**src/sv/muscl3_face_reconstruction_top_macros.svh**
```systemverilog
// Assertion macros for the MUSCL face reconstruction block.
// Expects clk and rst_n in scope where used.
`ifndef MUSCL3_FACE_RECONSTRUCTION_TOP_MACROS_SVH
`define MUSCL3_FACE_RECONSTRUCTION_TOP_MACROS_SVH

// same-cycle implication
`define MUSCL3_ASSERT_NOW(lbl, pre, post, msg) \
  lbl: assert property (@(posedge clk) disable iff (!rst_n) (pre) |-> (post)) else $error(msg);

// next-cycle implication
`define MUSCL3_ASSERT_NEXT(lbl, pre, post, msg) \
  lbl: assert property (@(posedge clk) disable iff (!rst_n) (pre) |=> (post)) else $error(msg);

`endif

```
**src/sv/muscl3_div_cell.sv**
```systemverilog
// One restoring-division step: shift remainder, subtract divisor, emit a quotient bit.
// Carries a side word along unchanged. No package dependency.
module muscl3_div_cell #(
  parameter int W      = 72,
  parameter int PB     = 32,
  parameter int PASS_W = 40
) (
  input  logic              clk,
  input  logic              rst_n,
  input  logic              in_valid,
  output logic              in_ready,
  input  logic [W-1:0]      in_rem,
  input  logic [W-1:0]      in_den,
  input  logic [PB-1:0]     in_phi,
  input  logic [PASS_W-1:0] in_pass,
  output logic              out_valid,
  input  logic              out_ready,
  output logic [W-1:0]      out_rem,
  output logic [W-1:0]      out_den,
  output logic [PB-1:0]     out_phi,
  output logic [PASS_W-1:0] out_pass
);
  logic              v_r;
  logic [W-1:0]      rem_r, den_r;
  logic [PB-1:0]     phi_r;
  logic [PASS_W-1:0] pass_r;
  logic [W:0]        shifted;
  logic              take;
  logic [W-1:0]      rem_nxt;

  assign in_ready = !v_r || out_ready;
  assign shifted  = {in_rem, 1'b0};
  assign take     = shifted >= {1'b0, in_den};

  always_comb begin
    rem_nxt = shifted[W-1:0];
    if (take) begin
      rem_nxt = W'(shifted - {1'b0, in_den});
    end
  end

  always_ff @(posedge clk) begin
    if (!rst_n) begin
      v_r <= 1'b0;
    end else if (in_ready) begin
      v_r <= in_valid;
    end
  end

  always_ff @(posedge clk) begin
    if (in_ready && in_valid) begin
      rem_r  <= rem_nxt;
      den_r  <= in_den;
      phi_r  <= {in_phi[PB-2:0], take};
      pass_r <= in_pass;
    end
  end

  assign out_valid = v_r;
  assign out_rem   = rem_r;
  assign out_den   = den_r;
  assign out_phi   = phi_r;
  assign out_pass  = pass_r;
endmodule

```
**config.mk**
```make
export PLATFORM = sky130hd
export DESIGN_NAME = muscl3_div_cell
export DESIGN_NICKNAME = d
export VERILOG_FILES = /design/src/sv/muscl3_face_reconstruction_top_macros.svh /design/src/sv/muscl3_div_cell.sv
export SDC_FILE = /design/constraint.sdc
export NUM_CORES = 1
export LEC_CHECK = 0
export BUFFER_PORTS_ARGS = -buffer_cell sky130_fd_sc_hd__buf_2
export CORE_AREA = 4 4 169 171
export CTS_BUF_LIST = sky130_fd_sc_hd__clkbuf_8
export CTS_CLUSTER_DIAMETER = 60
export CTS_CLUSTER_SIZE = 20
export DETAILED_ROUTE_END_ITERATION = 7
export DIE_AREA = 0 0 173 175
export GPL_TIMING_DRIVEN = 0
export PLACE_DENSITY = 0.83
export SETUP_SLACK_MARGIN = 0.2
export SYNTH_ARGS = -nofsm -noshare
export SYNTH_HDL_FRONTEND = slang
export SYNTH_SLANG_ARGS = --single-unit
```
**constraint.sdc**
```tcl
create_clock -name clk -period 21.4 [get_ports clk]
set_clock_uncertainty 0.05 [all_clocks]
set_input_delay 4.28 -clock clk [delete_from_list [all_inputs] [get_ports clk]]
set_output_delay 4.28 -clock clk [all_outputs]
set_load 0.01 [all_outputs]
```
==> results.py <==
metrics = {
    "clock_tree": {
        "cts_setup_buffers": 0,
        "ctsResizeCount": 0,
        "cts_buffers": 23,
        "htreeDepth": 1,
        "cts_tree": "done",
        "clock_latency_ps": 590,
        "cts_max_path_buffers": 3,
        "clk_pin_slew_ps": 100,
        "cts_hold_buf": 0,
        "numClockSinks": 217,
        "cts_root_buffer": "clkbuf_8",
    },
    "worst_setup_path": {
        "endpoint_kind": "output port",
        "cp_top_family": "buffers and inverters",
        "path_buf_inv": 2,
        "worst_ep_arrival_time_ps": 4690,
        "critPathLaunchType": "input port",
        "max_stage_delay_ps": 160,
        "cp.required_ps": 17070,
        "crit_top_cell": "buf_2",
        "crit_slowest_cell": "nand2b_1",
        "cp_max_fo": 3,
        "cp_cell_sequence": "buf_2, nand2b_1, buf_2",
        "crit_type": "in2out",
    },
    "die": {
        "die_x_um": 173,
        "io_pins": 438,
        "die-area_sq_mm": 0.0303,
        "row_count": 60,
        "coreArea_sq_mm": 0.0269,
        "die_y_um": 175,
        "start_util": 0.462,
    },
    "synthesis": {
        "synthTopCellsByArea": "edfxtp_1, ha_1, mux2_2, a21oi_1, inv_1",
        "synth-warning-count": 0,
        "synth-seq-cells": 217,
        "synth_area_leader_cell": "edfxtp_1",
        "synth_edf_count": 216,
        "async_reset_ff_frac": 0,
        "netlist_instances": 1098,
        "ys_seq_area_frac": 0.524,
        "syn_nets": 1391,
        "synth_top_area_frac": 0.522,
        "netlist_area_sq_mm": 0.0124,
        "synth_cell_types": 69,
        "synth_ff_type": "edfxtp_1",
        "postSynthAreaPerCell_sq_um": 11.3,
    },
    "worst_hold_path": {
        "worstHoldPathType": "reg2reg",
    },
    "route": {
        "wl_um": 38700,
        "vias_per_cell": 5.54,
        "vias": 10659,
        "drt_drc_violations_left": 0,
        "drtIter0Drc": 691,
        "detail_route.first_pass.iterations": 6,
        "postRouteAntennaNets": 0,
        "avgRoutedWirePerCell_um": 20.1,
    },
    "placement": {
        "port_buffers": 436,
        "place_area_sq_mm": 0.0151,
        "routabilityCongestion": 0.900,
        "place_hpwl_um": 31000,
    },
    "power": {
        "p_leak_nw": 6.98,
        "ir_worst_vdd_v": 0.0000548,
        "power.density_mw_per_mm2": 73.3,
    },
    "flow_run": {
        "drv_cap": 0,
    },
    "global_routing": {
        "antenna_found_initial": 8,
        "grt_usage": 0.240,
        "grt_first_pass_wirelength_um": 58100,
        "grt_overflow": 0,
        "grt_max_degree": 78,
        "grt_pass1_vias": 10632,
    },
    "finish": {
        "post-route-util": 0.585,
        "final_area_sq_mm": 0.0157,
        "fin_nets": 1855,
        "drive_gt1_frac": 0.352,
        "area_delta_synth_final_pct": 26.5,
    },
    "timing": {
        "setup_viol": 0,
        "finalCritPeriodShare": 0.421,
        "setup_tns_ps": 0,
        "finalMaxSlewViolations": 0,
        "period_minus_slack_ps": 9020,
        "rsz0062_at_grt": "no",
        "worstMarginPinSlew_ps": 1230,
        "hold_viol_final": 0,
        "clock.fmax_ghz": 0.111,
        "slew_headroom": 0.167,
    },
    "outcome": {
        "status": "finished, final reports clean",
    },
}
==> sequential cells by signal, indices dropped and copies added, names as in the netlist <==
signal,count
out_valid,1
out_phi,32
out_den,72
out_pass,40
out_rem,72
==> synthesized netlist by cell type (3+ instances only) <==
cell type,number
a21boi_0,8
o211ai_1,16
or3_1,5
a21o_1,44
a221oi_1,5
nor3_1,22
o31ai_1,17
a211o_1,5
xor2_1,21
mux2i_1,4
nand4_1,32
nor2b_1,9
and4_1,4
and2_1,5
inv_1,96
mux2_4,10
o21ai_0,49
and3_1,7
nand2b_1,7
mux2_2,48
clkbuf_1,42
a2111oi_0,3
nor4_1,9
nand3_1,15
ha_1,72
a21oi_1,78
a211oi_1,8
edfxtp_1,216
o21bai_1,16
nor2_1,53
o21a_1,12
a31oi_1,11
nand2_1,66
xnor2_1,34
buf_2,5
==> worst reg2reg max path: cells and delay by family, from the launching register on <==
kind,cells,cell delay [ps]
simple gates,2,560
buf+inv,1,390
flops,1,320
==> final timing paths <==
| kind | slack (ps) | endpoint | startpoint | cells after the start |
|---|---|---|---|---|
| setup / recovery | 12380 | in_ready | out_ready | 3 |
| hold / removal | 500 | out_valid | out_valid | 2 |
| setup reg to reg | 19700 | out_den[43] | out_valid | 3 |
| hold reg to reg | 500 | out_valid | out_valid | 2 |
==> cell usage in the layout (no fill, tap or decap), types with 16 or more instances in the layout <==
cell type,n
ha_1,72
nand2_1,66
xnor2_1,34
clkbuf_1,42
nor2_1,53
edfxtp_1,216
xor2_1,21
clkbuf_8,23
a21o_1,44
o211ai_1,16
o31ai_1,17
o21ai_0,49
buf_2,441
a21oi_1,78
nor3_1,22
inv_1,96
nand4_1,32
mux2_2,48
o21bai_1,16
==> per-layer routing <==
layer	track usage	wire, um
met4	0.0898	1570
met1	0.278	14600
met2	0.431	19300
met3	0.0612	3100
met5	0	38
==> layout make-up <==
cell class,instances,area [sq um]
Sequential cell,217,6510
Clock buffer,23,317
Tap cell,341,427
Clock inverter,18,272
Fill cell,2267,11200
Timing Repair Buffer,439,2260
Multi-Input combinational cell,734,5340
Antenna cell,5,12.5
Buffer,50,209
Inverter,97,364
==> logic make-up (layout without fill, tap and decap cells) <==
kind of cell | count (synthesis) | after routing | share of synthesized area
flops | 217 | 217 | 0.524
buf+inv | 147 | 627 | 0.0461
compound gates | 297 | 297 | 0.159
fa+ha+maj | 73 | 73 | 0.0742
mux | 62 | 62 | 0.0588
simple gates | 247 | 247 | 0.0994
other cells | 0 | 5 | 0
xor+xnor | 55 | 55 | 0.0388
==> where the power goes <==
| part | switching (W) | internal [W] |
|---|---|---|
| clock | 0.000185 | 0.000154 |
| combinational | 0.000170 | 0.000121 |
| sequential | 0.00000754 | 0.000513 |
| total | 0.000363 | 0.000788 |
==> per-stage QoR <==
step | hold WS (ps) | setup WS (ps) | std cells | total power [W]
3_5_place_dp | 496 | 12370 | 1878 | 0.000820
4_1_cts | 509 | 12370 | 1919 | 0.00116
3_3_place_gp | 450 | 9470 | 1875 | 0.000817
5_1_grt | 541 | 12360 | 1924 | 0.00120
6_report | 502 | 12380 | 1924 | 0.00115
2_1_floorplan | 560 | 11330 | 1098 | 0.000716
Power figures use the tool's default switching activity.
